**src/design/spmq_pkg.sv**
```systemverilog
`timescale 1ns / 1ps

package spmq_pkg;

	localparam int FUNC_W      = 2;
	localparam int QID_W       = 4;
	localparam int QID_N       = 2 ** QID_W;
	localparam int DATA_W      = 32;
	localparam int CNT_W       = 11;
	localparam int STAT_W      = 2;
	localparam int IN_TDATA_W  = 40;
	localparam int OUT_TDATA_W = 48;
	localparam int OUT_PAD_W   = OUT_TDATA_W - (STAT_W + DATA_W + CNT_W);

	localparam int NUM_QUEUES_DEF = 16;
	localparam int POOL_DEPTH_DEF = 1024;

	// per-queue entry cap, also the reset value of the limit register
	localparam logic [CNT_W-1:0] QUEUE_CAP = 11'd1024;

	typedef enum logic [FUNC_W-1:0] {
		FUNC_PUSH_TAIL = 2'd0,
		FUNC_PUSH_HEAD = 2'd1,
		FUNC_POP_HEAD  = 2'd2,
		FUNC_SIZE      = 2'd3
	} func_t;

	typedef enum logic [STAT_W-1:0] {
		STAT_OK        = 2'd0,
		STAT_LIMIT     = 2'd1,
		STAT_EXHAUSTED = 2'd2,
		STAT_EMPTY     = 2'd3
	} status_t;

endpackage

```
**src/design/spmq_qtable.sv**
```systemverilog
`timescale 1ns / 1ps

module spmq_qtable #(
	parameter int NUM_QUEUES = spmq_pkg::NUM_QUEUES_DEF,
	parameter int PW         = 10
) (
	input  logic                            clk,
	input  logic                            arst_n,
	input  logic                            rd_en,
	input  logic [$clog2(NUM_QUEUES)-1:0]   rd_idx,
	output logic [PW-1:0]                   rd_head,
	output logic [PW-1:0]                   rd_tail,
	output logic [spmq_pkg::CNT_W-1:0]      rd_size,
	input  logic                            wr_en,
	input  logic [$clog2(NUM_QUEUES)-1:0]   wr_idx,
	input  logic [PW-1:0]                   wr_head,
	input  logic [PW-1:0]                   wr_tail,
	input  logic [spmq_pkg::CNT_W-1:0]      wr_size
);

	localparam int WW = 2 * PW + spmq_pkg::CNT_W;

	logic [WW-1:0] mem [NUM_QUEUES];
	logic          vld_q [NUM_QUEUES];
	logic [WW-1:0] wr_word;
	logic [WW-1:0] rd_word_q;
	logic          rd_vld_q;

	assign wr_word = {wr_head, wr_tail, wr_size};

	always_ff @(posedge clk) begin
		if (wr_en) begin
			mem[wr_idx] <= wr_word;
		end
	end

	// write-through on same-index read keeps back-to-back ops coherent
	always_ff @(posedge clk) begin
		if (rd_en) begin
			if (wr_en && (wr_idx == rd_idx)) begin
				rd_word_q <= wr_word;
			end else begin
				rd_word_q <= mem[rd_idx];
			end
		end
	end

	always_ff @(posedge clk or negedge arst_n) begin
		if (!arst_n) begin
			for (int i = 0; i < NUM_QUEUES; i++) begin
				vld_q[i] <= 1'b0;
			end
			rd_vld_q <= 1'b0;
		end else begin
			if (wr_en) begin
				vld_q[wr_idx] <= 1'b1;
			end
			if (rd_en) begin
				rd_vld_q <= (wr_en && (wr_idx == rd_idx)) || vld_q[rd_idx];
			end
		end
	end

	// unwritten queues read as empty with zero pointers
	assign {rd_head, rd_tail, rd_size} = rd_vld_q ? rd_word_q : '0;

endmodule

```
**config.mk**
```make
export PLATFORM = sky130hd
export DESIGN_NAME = spmq_qtable
export DESIGN_NICKNAME = d
export VERILOG_FILES = /design/src/design/spmq_pkg.sv /design/src/design/spmq_qtable.sv
export SDC_FILE = /design/constraint.sdc
export NUM_CORES = 1
export LEC_CHECK = 0
export BUFFER_PORTS_ARGS = -buffer_cell sky130_fd_sc_hd__buf_4
export CORE_MARGIN = 5
export CORE_UTILIZATION = 25
export CTS_BUF_LIST = sky130_fd_sc_hd__clkbuf_8 sky130_fd_sc_hd__clkbuf_16
export CTS_CLUSTER_DIAMETER = 50
export CTS_CLUSTER_SIZE = 16
export DETAILED_ROUTE_END_ITERATION = 7
export GPL_TIMING_DRIVEN = 0
export REMOVE_ABC_BUFFERS = 1
export SLEW_MARGIN = 20
export SYNTH_ARGS = -nofsm -noshare
export SYNTH_HDL_FRONTEND = slang
export SYNTH_SLANG_ARGS = --single-unit
```
**constraint.sdc**
```tcl
create_clock -name clk -period 1.7 [get_ports clk]
set_input_delay 0.255 -clock clk [delete_from_list [all_inputs] [get_ports clk]]
set_output_delay 0.255 -clock clk [all_outputs]
set_load 0.01 [all_outputs]
```
### Yosys cells after proc, flatten, opt, wreduce, memory -nomap -nowiden

Memories as Yosys holds them, arrays and structs flattened. A register that Yosys moved wholly into a read port is not among the register bits.
Cells that the tools add are included.

* register bits: 17
* RAM bits: 496
* input bits: 43
* output and inout port bits: 31
* logic and storage cells: 36
* memories kept: 1

Memories
* mem: depth 16, width 31, rd ports 1, clocked after memory_dff 1, write ports 1, RTL line spmq_qtable.sv:23 `logic [WW-1:0] mem [NUM_QUEUES];`

* $lt $le $gt $ge: 3
* equality and inequality tests: 1
* mux-type cells: 8
* bitwise gates (word level): 3
* reductions and logical operators: 3

Operators by type and width (count)
* $mux W31: 1
* $or A16 B16 Y16: 1
* $ge A5 B5 Y1 const B: 2
* $not A4 Y5: 2
* $lt A5 B1 Y1 const B: 1
* $mux W1: 5
* $bmux W1 S4: 1
* $demux W1 S4: 1
* $eq A4 B4 Y1: 1
* $logic_and A1 B1 Y1: 2
* $logic_or A1 B1 Y1: 1

### Depth between registers and ports, before layout

Gate-level depths: netlist of run 1.

* word-level depth: 6
* depth in mapped cells: 7
* mapped depth without buffers: 4

### Least setup slack after synthesis of run 1

Ideal clock, no wire load.

* path type: input to register
* start point: input port wr_idx[3]
* end point: memory mem[0][0] in the netlist's numbering, enable pin
* data arrival time: 2.936 ns
* data required time: 1.241 ns
* slack: -1.695 ns
* stages on the path: 2
* buffers on the path: 0
* cell sequence: or3b_2 -> nor3_1

RTL lines
* start, declared: RTL line spmq_qtable.sv:15 `input logic [$clog2(NUM_QUEUES)-1:0] wr_idx,`
* end, declared: RTL line spmq_qtable.sv:23

No word-level cell before the write port.

==> impl.org, run 1 <==
** Synth
- Fraction of the yosys area taken by sequential cells :: 78.0%
- Post-Synthesis Mean Instance Area :: 22.4 um^2
- Number of instances in the synthesized netlist :: 931
- Register bit total from synthesis :: 544
- Number of warnings issued by yosys :: 0
- Summing every instance area after synthesis gives 0.0208 mm^2.
- The synthesized netlist contains 25 unique library cells.

** GRT
- The via count of the first global-routing pass was 10500.
- Global routing consumed, over all layers together, 11.3% of the routing resources.
- The total overflow left after global routing is 0.
- Global-route wire length before repair :: 74800 um
- The number of antenna violations at the first check in global routing is 1.
- Entering global routing, the biggest net connects 84 pins.

** Timing
- Final setup violating endpoints :: 32
- For the finished layout, the period the worst path requires is 1.86 ns.
- Worst setup skew after layout :: 0.0147 ns
- Post-route clock period utilization :: 109%
- Final setup margin :: -0.159 ns
- The number of pins exceeding their max-slew limit in the final report was 0.
- Worst slew pin tran :: 0.873 ns
- The worst pin sits at a relative slew slack of 41.7%.
- Static timing analysis puts the maximum clock frequency at 0.538 GHz.
- The final count of hold timing violations is 0.
- Setup repair after global routing could not meet its margin everywhere.

** Clock network
- In this run the deepest clock path goes through 3 buffers.
- CTS tree :: built
- Counting the buffers created by CTS gives 44.
- Clock latency on the worst-skew pair, taken at its later pin, is 0.57 ns.
- The H-tree was split into 2 levels.
- After clock tree synthesis, the clock-pin slew on the worst setup and hold paths is 0.07 ns.
- Clock root buffer master :: sky130_fd_sc_hd__clkbuf_16
- Count of clock tree sinks :: 544

** Finish
- Final antenna diode count :: 0
- The area growth from synthesis to layout is 24.8%.
- The library cells used most frequently in the layout, excluding fill and tap cells, are 527 x sky130_fd_sc_hd__edfxtp_1, 129 x sky130_fd_sc_hd__mux4_2, 71 x sky130_fd_sc_hd__buf_4.
- For this run, the post-layout net count is 1148.
- Fraction of layout instances using a drive strength above 1 :: 40.7%
- For this run, the share of the core covered by cells in the final layout is 31.6%.
- The finished layout holds 2200 standard cells, fillers aside.
- Commonest non-fill, non-tap cell in the layout :: sky130_fd_sc_hd__edfxtp_1

** Worst setup path
- Reg2Reg Setup Slack :: -0.16 ns
- Launch point of the worst path :: mem[7][29]
- The largest individual stage delay along the critical path comes from the cell sky130_fd_sc_hd__mux4_2.
- The critical path in this run is classified as reg2reg.
- On the worst path, the slowest cell contributes a delay of 0.50 ns.
- Cell type group with the largest total delay on the critical path :: multiplexers
- Crit path DAT :: 2.18 ns
- Counting stages on the worst path, the most repeated cell is sky130_fd_sc_hd__mux4_2.
- Of all nets on the critical path, the largest fanout is 1.
- The worst setup path is launched from a register.
- R2R Path Start :: mem[7][29]
- The signal on the critical path passes through mux4_2 > mux4_2 > mux2_2.
- The worst setup path is captured at a register.
- In this run the critical register-to-register path is captured at rd_word_q[29].
- CP Buf/Inv Count :: 0
- Required time of the critical path :: 2.02 ns
- Reg2Reg Depth :: 3

** Floorplan
- Measured along the y axis, the die boundary spans 299 um.
- For this design the top-level I/O count stands at 74.
- In this run the standard cell core region covers 0.0824 mm^2.
- The die covers 0.0892 mm^2.
- Die X-Extent :: 299 um
- Cell row count :: 105
- Starting Density :: 25.3%

** Detailed routing
- Summed over all nets, wire length on met3 after detailed routing comes to 3490 um.
- After detailed routing, no signal wire sits above met5.
- The detailed router placed 10200 vias in this run.
- The first TritonRoute pass finished after 5 iterations.
- After detailed routing, the total wire length is 51500 um.
- Antenna-violating nets left :: 0
- Initial drt markers :: 1115
- In the final routed layout, each cell accounts on average for 23.4 um.
- After detailed routing, the wire length on met1 is 23400 um.
- Using the TritonRoute via totals, the vias-per-cell ratio works out to 4.64.
- Met2 Wirelength :: 23800 um
- In the routed design, unresolved DRC markers number 0.

** Place
- In this run the tool buffered the top-level ports with 73 buffer cells.
- Including well taps, the total number of placed cells is 2084.
- The congestion estimate from routability-driven global placement came to 0.668.
- DP Wirelength :: 31800 um

** Worst hold path
- Path category of the worst min-delay check :: in2reg
- Cell count of the worst hold path :: 1
- The worst hold path begins at wr_tail[7].
- The path with the worst hold slack has its endpoint at mem[14][18].

** Power
- IR analysis of the VDD net gives a maximum drop of 0.688 mV.
- Leakage power of the design :: 0.00832 uW
- PwrDens :: 1050 mW/mm^2

** Run
- Number of maximum-capacitance violations :: 0

** Status
- The checks that failed: negative setup slack.
- The flow ran to the end, but the final reports show violations.
-- repair_timing --
| item | 4_1_cts | 5_1_grt |
|---|---|---|
| gates resized for setup | 45 | 49 |
| endpoints found under the hold margin | 476 | 0 |
| endpoints found under the setup margin | 67 | 70 |
| setup buffers | 8 | 2 |
| pin swaps | 4 | 17 |
| gates cloned | 4 | 1 |
| hold buffers | 31 | 0 |
-- sequential cells by signal, summed over array words and instances, names as in the netlist --
signal and count:
rd_word_q 31, rd_vld_q 1, mem 496, vld_q 16
-- cell families (layout without fill, tap and decap cells) --
group / after synthesis / count (layout) / share of synthesized area [%]
flops: 544 / 544 / 78.0
mux: 161 / 161 / 15.7
simple gates: 111 / 111 / 2.80
compound gates: 61 / 61 / 2.22
buf+inv: 50 / 249 / 1.12
xor+xnor: 4 / 4 / 0.168
-- worst max path at each step --
stage               slack [ns]             to  cells after the start
finish                   -0.16  rd_word_q[29]                      3
global route             -0.19     rd_tail[7]                      3
CTS                      -0.18     rd_head[1]                      3
detailed placement       -1.57   rd_word_q[3]                     10
global placement         -6.44   rd_word_q[7]                      5
floorplan                -1.70      mem[0][0]                      2
-- Yosys cell counts --
library cell / instances / area share, %
sky130_fd_sc_hd__clkbuf_1: 23 / 0.41
sky130_fd_sc_hd__xnor2_1: 1 / 0.042
sky130_fd_sc_hd__o41a_1: 1 / 0.054
sky130_fd_sc_hd__edfxtp_1: 527 / 76
sky130_fd_sc_hd__or3b_2: 1 / 0.042
sky130_fd_sc_hd__nor2_1: 14 / 0.25
sky130_fd_sc_hd__nand2_1: 33 / 0.59
sky130_fd_sc_hd__buf_2: 12 / 0.29
sky130_fd_sc_hd__dfrtp_1: 17 / 2.0
sky130_fd_sc_hd__and2_1: 32 / 0.96
sky130_fd_sc_hd__nand3_1: 2 / 0.048
sky130_fd_sc_hd__buf_1: 7 / 0.13
sky130_fd_sc_hd__nand2b_1: 2 / 0.060
sky130_fd_sc_hd__mux4_2: 129 / 14
sky130_fd_sc_hd__mux2_2: 31 / 1.7
sky130_fd_sc_hd__nor3_1: 4 / 0.096
sky130_fd_sc_hd__nand3b_1: 2 / 0.072
sky130_fd_sc_hd__a22oi_1: 60 / 2.2
sky130_fd_sc_hd__buf_4: 8 / 0.29
sky130_fd_sc_hd__nor4_2: 1 / 0.060
sky130_fd_sc_hd__mux2i_1: 1 / 0.048
sky130_fd_sc_hd__nor2b_1: 2 / 0.060
sky130_fd_sc_hd__and3b_1: 1 / 0.042
sky130_fd_sc_hd__or2_2: 17 / 0.51
sky130_fd_sc_hd__xor2_1: 3 / 0.13
-- layout make-up --
| cell class | count | area, um^2 |
|---|---|---|
| Clock buffer | 47 | 1160 |
| Timing Repair Buffer | 178 | 2360 |
| Fill cell | 7734 | 56400 |
| Multi-Input combinational cell | 337 | 4710 |
| Sequential cell | 544 | 16300 |
| Clock inverter | 24 | 156 |
| Tap cell | 1070 | 1340 |
-- power by group --
part	switching, uW	leakage [uW]	internal (uW)
clock network	4620	0.000678	4980
registers	113	0.00496	15100
logic	1180	0.00268	1220
total	5910	0.00832	21300
-- stage by stage --
step / hold slack (ns) / cell area, um^2 / total power [uW] / setup TNS, ns / setup slack (ns)
6_report: 0.0269 / 26000 / 27200 / -3.04 / -0.159
5_1_grt: 0.0261 / 26000 / 28300 / -4.51 / -0.187
4_1_cts: 0.0114 / 25800 / 27400 / -4.27 / -0.183
3_5_place_dp: 0.131 / 23700 / 17500 / -160.16 / -1.57
3_3_place_gp: 0.120 / 22500 / 17300 / -1926.52 / -6.44
2_1_floorplan: -0.0406 / 20600 / 16400 / -453.05 / -1.70
-- routing by layer --
layer  vias to the layer above  global-route usage (%)
li1                       4241                       -
met1                      5531                    16.9
met2                       359                    17.3
met3                        66                    2.33
met4                         2                    2.17
met5                         -                       0
Power figures use the tool's default switching activity.
==> run 2: changes to the inputs <==
--- a/config.mk
+++ b/config.mk
@@ -5,7 +5,9 @@
 export SDC_FILE = /design/constraint.sdc
 export NUM_CORES = 1
 export LEC_CHECK = 0
+export ABC_AREA = 1
 export BUFFER_PORTS_ARGS = -buffer_cell sky130_fd_sc_hd__buf_4
+export CORE_ASPECT_RATIO = 1.75
 export CORE_MARGIN = 5
 export CORE_UTILIZATION = 25
 export CTS_BUF_LIST = sky130_fd_sc_hd__clkbuf_8 sky130_fd_sc_hd__clkbuf_16
==> impl.org, run 2 <==
** Synth
- The average size of a mapped cell was 11.5 um^2 (was 22.4 um^2).
- The dominant synthesized flop cell was sky130_fd_sc_hd__edfxtp_1 (unchanged).
- Biggest area contributors in the synthesized netlist :: sky130_fd_sc_hd__edfxtp_1 70%, sky130_fd_sc_hd__nand2_1 13%, sky130_fd_sc_hd__nand3_1 8.1%, sky130_fd_sc_hd__dfrtp_1 1.9%, sky130_fd_sc_hd__buf_2 1.4% (was sky130_fd_sc_hd__edfxtp_1 76%, sky130_fd_sc_hd__mux4_2 14%, sky130_fd_sc_hd__a22oi_1 2.2%, sky130_fd_sc_hd__dfrtp_1 2.0%, sky130_fd_sc_hd__mux2_2 1.7%)
- The area fraction of the dominant cell type after synthesis was 70.5% (was 76.0%).
- Asr flop ratio synth :: 3.13% (unchanged)
- The number of register bits inferred by synthesis was 544 (unchanged).
- Top post-synthesis cells by count :: 803 x sky130_fd_sc_hd__nand2_1, 527 x sky130_fd_sc_hd__edfxtp_1, 365 x sky130_fd_sc_hd__nand3_1 (was 527 x sky130_fd_sc_hd__edfxtp_1, 129 x sky130_fd_sc_hd__mux4_2, 60 x sky130_fd_sc_hd__a22oi_1)
- The number of distinct library cells after synthesis is 19 (was 25).
- The cell area after technology mapping came to 0.0225 mm^2 (was 0.0208 mm^2).
- The portion of the post-synthesis area used by sequential elements is 72.4% (was 78.0%).
- Cell with the most instances after synthesis :: sky130_fd_sc_hd__nand2_1 (was sky130_fd_sc_hd__edfxtp_1)
- Number of warnings issued by yosys :: 0 (unchanged)
- Dominant cell type by area after synthesis :: sky130_fd_sc_hd__edfxtp_1 (unchanged)
- Number of instances in the synthesized netlist :: 1957 (was 931)
- The number of flops mapped to enable cells by yosys was 527 (unchanged).

** GRT
- Antenna violations before repair :: 4 (was 1)
- The wire length of the first global-routing pass was 91600 um (was 74800 um).
- The via count of the first global-routing pass was 14400 (was 10500).
- Pin count of the biggest net entering global routing :: 100 (was 84)
- The global-route usage over all layers is 12.5% (was 11.3%).
- Remaining Overflow, GRT :: 0 (unchanged)

** Power
- The maximum ir drop on the vdd rail came to 0.625 mV (was 0.688 mV).
- The power density relative to cell area was 974 mW/mm^2 (was 1050 mW/mm^2).
- Total power after layout :: 26100 uW (was 27200 uW)
- The standby leakage power came to 0.0100 uW (was 0.00832 uW).

** Worst setup path
- The arrival time at the worst endpoint is 1.58 ns (was 2.18 ns).
- The required time at the worst-slack endpoint was 1.44 ns (was 2.02 ns).
- The buffer and inverter count on the worst path came to 3 (was 0).
- Critical path peak fanout :: 14 (was 1)
- Slowest-stage cell, CP :: sky130_fd_sc_hd__dfrtp_4 (was sky130_fd_sc_hd__mux4_2)
- The critical path capture point type is a primary output (was register).
- The critical path class was reg2out (was reg2reg).
- Critical path's largest stage delay :: 0.52 ns (was 0.50 ns)
- The family with the most delay on the worst path is flip-flops (was multiplexers).
- The type of origin of the critical path is a register (unchanged).
- Critical path, cell by cell: buf_12 > nand2_2 > inv_1 > buf_4 (was mux4_2 > mux4_2 > mux2_2).

** Clock network
- The number of buffers created by CTS is 39 (was 44).
- The clock tree from TritonCTS was built (unchanged).
- The number of buffers on the longest clock path was 3 (unchanged).
- The clock latency reported for the late side of the worst-skew pair was 0.55 ns (was 0.57 ns).
- Post-CTS clock slew at the launch and capture registers of the worst setup and hold paths :: 0.07 ns (about the same)
- The total clock sinks came to 544 (unchanged).
- The H-tree depth reported by CTS was 2 (unchanged).
- The clock tree root driver cell is sky130_fd_sc_hd__clkbuf_16 (unchanged).

** Detailed routing
- Vias after detailed routing :: 14800 (was 10200)
- The wire length per cell came to 19.5 um (was 23.4 um).
- Antenna-violating nets left :: 0 (unchanged)
- Number of detailed-route iterations in the first pass :: 5 (unchanged)
- The via-per-instance ratio came to 4.59 (was 4.64).
- The total wirelength of the detailed-routed design came to 63000 um (was 51500 um).
- Initial drt markers :: 1039 (was 1115)
- DRC errors left :: 0 (unchanged)

** Floorplan
- Number of top-level design ports :: 74 (unchanged)
- Cell row count :: 145 (was 105)
- The starting density of the core came to 25.2% (was 25.3%).
- The die boundary width is 237 um (was 299 um).
- The area of the die was 0.0961 mm^2 (was 0.0892 mm^2).
- Die height :: 406 um (was 299 um)
- Core outline area :: 0.0893 mm^2 (was 0.0824 mm^2)

** Status
- Status :: finished with violations (unchanged)
- Violations in the final reports: negative setup slack (unchanged).

** Place
- The final HPWL from detailed placement is 32400 um (was 31800 um).
- The weighted congestion reported at the end of routability-driven placement was 0.744 (was 0.668).
- The worst setup timing slack at the placement stage was -2.44 ns (was -1.57 ns).
- Quantity of I/O buffers inserted on ports :: 73 (unchanged)
- Number of placed instances, taps included :: 3126 (was 2084)

** Finish
- The count of fill cells added during filler insertion was 8943 (was 7734).
- Commonest non-fill, non-tap cells in the layout :: 778 x sky130_fd_sc_hd__nand2_1, 527 x sky130_fd_sc_hd__edfxtp_1, 365 x sky130_fd_sc_hd__nand3_1 (was 527 x sky130_fd_sc_hd__edfxtp_1, 129 x sky130_fd_sc_hd__mux4_2, 71 x sky130_fd_sc_hd__buf_4)
- The count of placed standard cells in the final layout, fillers left out came to 3228 (was 2200).
- Number of flip-flops in the largest register :: 496 (unchanged)
- The net total in the final layout was 2085 (was 1148).
- The proportion of layout cells with a drive suffix above 1 came to 12.3% (was 40.7%).
- Top Registers: mem (496), rd_word_q (31), vld_q (16) (unchanged).
- The area overhead of the layout relative to synthesis is 19.4% (was 24.8%).
- The register ranked first by flip-flop count is mem (unchanged).
- Commonest non-fill, non-tap cell in the layout :: sky130_fd_sc_hd__nand2_1 (was sky130_fd_sc_hd__edfxtp_1)
- The share of the core filled with cells is 30.0% (was 31.6%).

** Timing
- The minimum hold slack is 0.0293 ns (was 0.0269 ns).
- Achievable Freq :: 0.546 GHz (was 0.538 GHz)
- The worst-margin pin slew is 0.736 ns (was 0.873 ns).
- Post-route clock period utilization :: 108% (was 109%)
- Max-slew violation count :: 0 (unchanged)
- The slack of the critical path is -0.130 ns (was -0.159 ns).
- Final setup violating endpoints :: 31 (was 32)
- Unrepaired setup endpoints after global routing: yes (unchanged).
- The worst slew margin relative to its limit came to 50.8% (was 41.7%).
- The worst clock skew on the final layout came to 0.0174 ns (was 0.0147 ns).
- The final count of hold timing violations came to 0 (unchanged).
- Crit path time final :: 1.83 ns (was 1.86 ns)

** Run
- The number of max-cap violations came to 0 (unchanged).

** Worst hold path
- Path category of the worst min-delay check :: in2reg (unchanged)
-- run 2: cell types whose count changed in the layout (fill, tap and decap cells not counted), sizes merged, moves of 21 or more --
| cell | previous run | this run |
|---|---|---|
| and2 | 32 | 0 |
| nand3 | 2 | 385 |
| mux4 | 129 | 0 |
| a22oi | 60 | 0 |
| inv | 12 | 68 |
| nand2 | 33 | 803 |
| o21ai | 0 | 21 |
| mux2 | 31 | 0 |
-- run 2: cell type report --
type	count	area, um^2	share of cell area [%]
antenna	2	5.00	0.0187
clock buffer	41	1030	3.83
clock inverter	8	30.0	0.112
inverter	60	303	1.13
multi-input combinational	1239	5480	20.4
sequential	544	16300	60.6
tap	1176	1470	5.49
timing repair buffer	155	2210	8.23
timing repair inverter	3	31.3	0.117
-- run 2: worst paths after layout --
path,cells after the start,slack [ns],start,end
min in group asynchronous,2,0.11,arst_n,rd_vld_q
hold reg to reg,2,0.46,vld_q[15],vld_q[15]
setup reg to reg,8,0.50,mem[13][19],rd_word_q[19]
setup / recovery,4,-0.13,rd_vld_q,rd_head[3]
hold / removal,1,0.03,wr_head[8],mem[3][29]
max in group asynchronous,2,1.37,arst_n,rd_vld_q
-- run 2: per-layer routing --
layer / GRT usage [%] / wire, um / vias up / share of wire, %
met2: 22.8 / 32900 / 511 / 52
li1: - / - / 6855 / -
met1: 14.2 / 23500 / 7276 / 37
met3: 1.52 / 3200 / 169 / 5.1
met4: 6.78 / 3390 / 6 / 5.4
met5: 0 / 32 / - / 0.051
-- run 2: metrics by stage --
step	setup TNS, ns	cell area [um^2]
final	-2.51	26800
after global routing	-4.34	26800
after CTS	-4.01	26500
after detailed placement	-197.82	24800
after global placement	-1540.02	23800
after floorplan	-295.04	21700
-- run 2: timing repair --
| item | in CTS | in global routing |
|---|---|---|
| setup buffers | 6 | 13 |
| setup endpoints to repair | 63 | 111 |
| hold endpoints to repair | 226 | 0 |
| cloned | 10 | 5 |
| pin swaps | 2 | 3 |
| hold buffers | 17 | 0 |
| resized for setup | 37 | 19 |
-- run 2: kinds of logic after synthesis --
group	after synthesis	synth area share (%)
simple gates	1217	22.9
flops	544	72.4
buf+inv	175	4.22
compound gates	21	0.468
-- run 2: power breakdown --
part / total, uW / switching (uW) / internal, uW
Sequential: 15100 / 83.4 / 15000
Combinational: 2430 / 1590 / 846
Clock: 8570 / 4290 / 4280
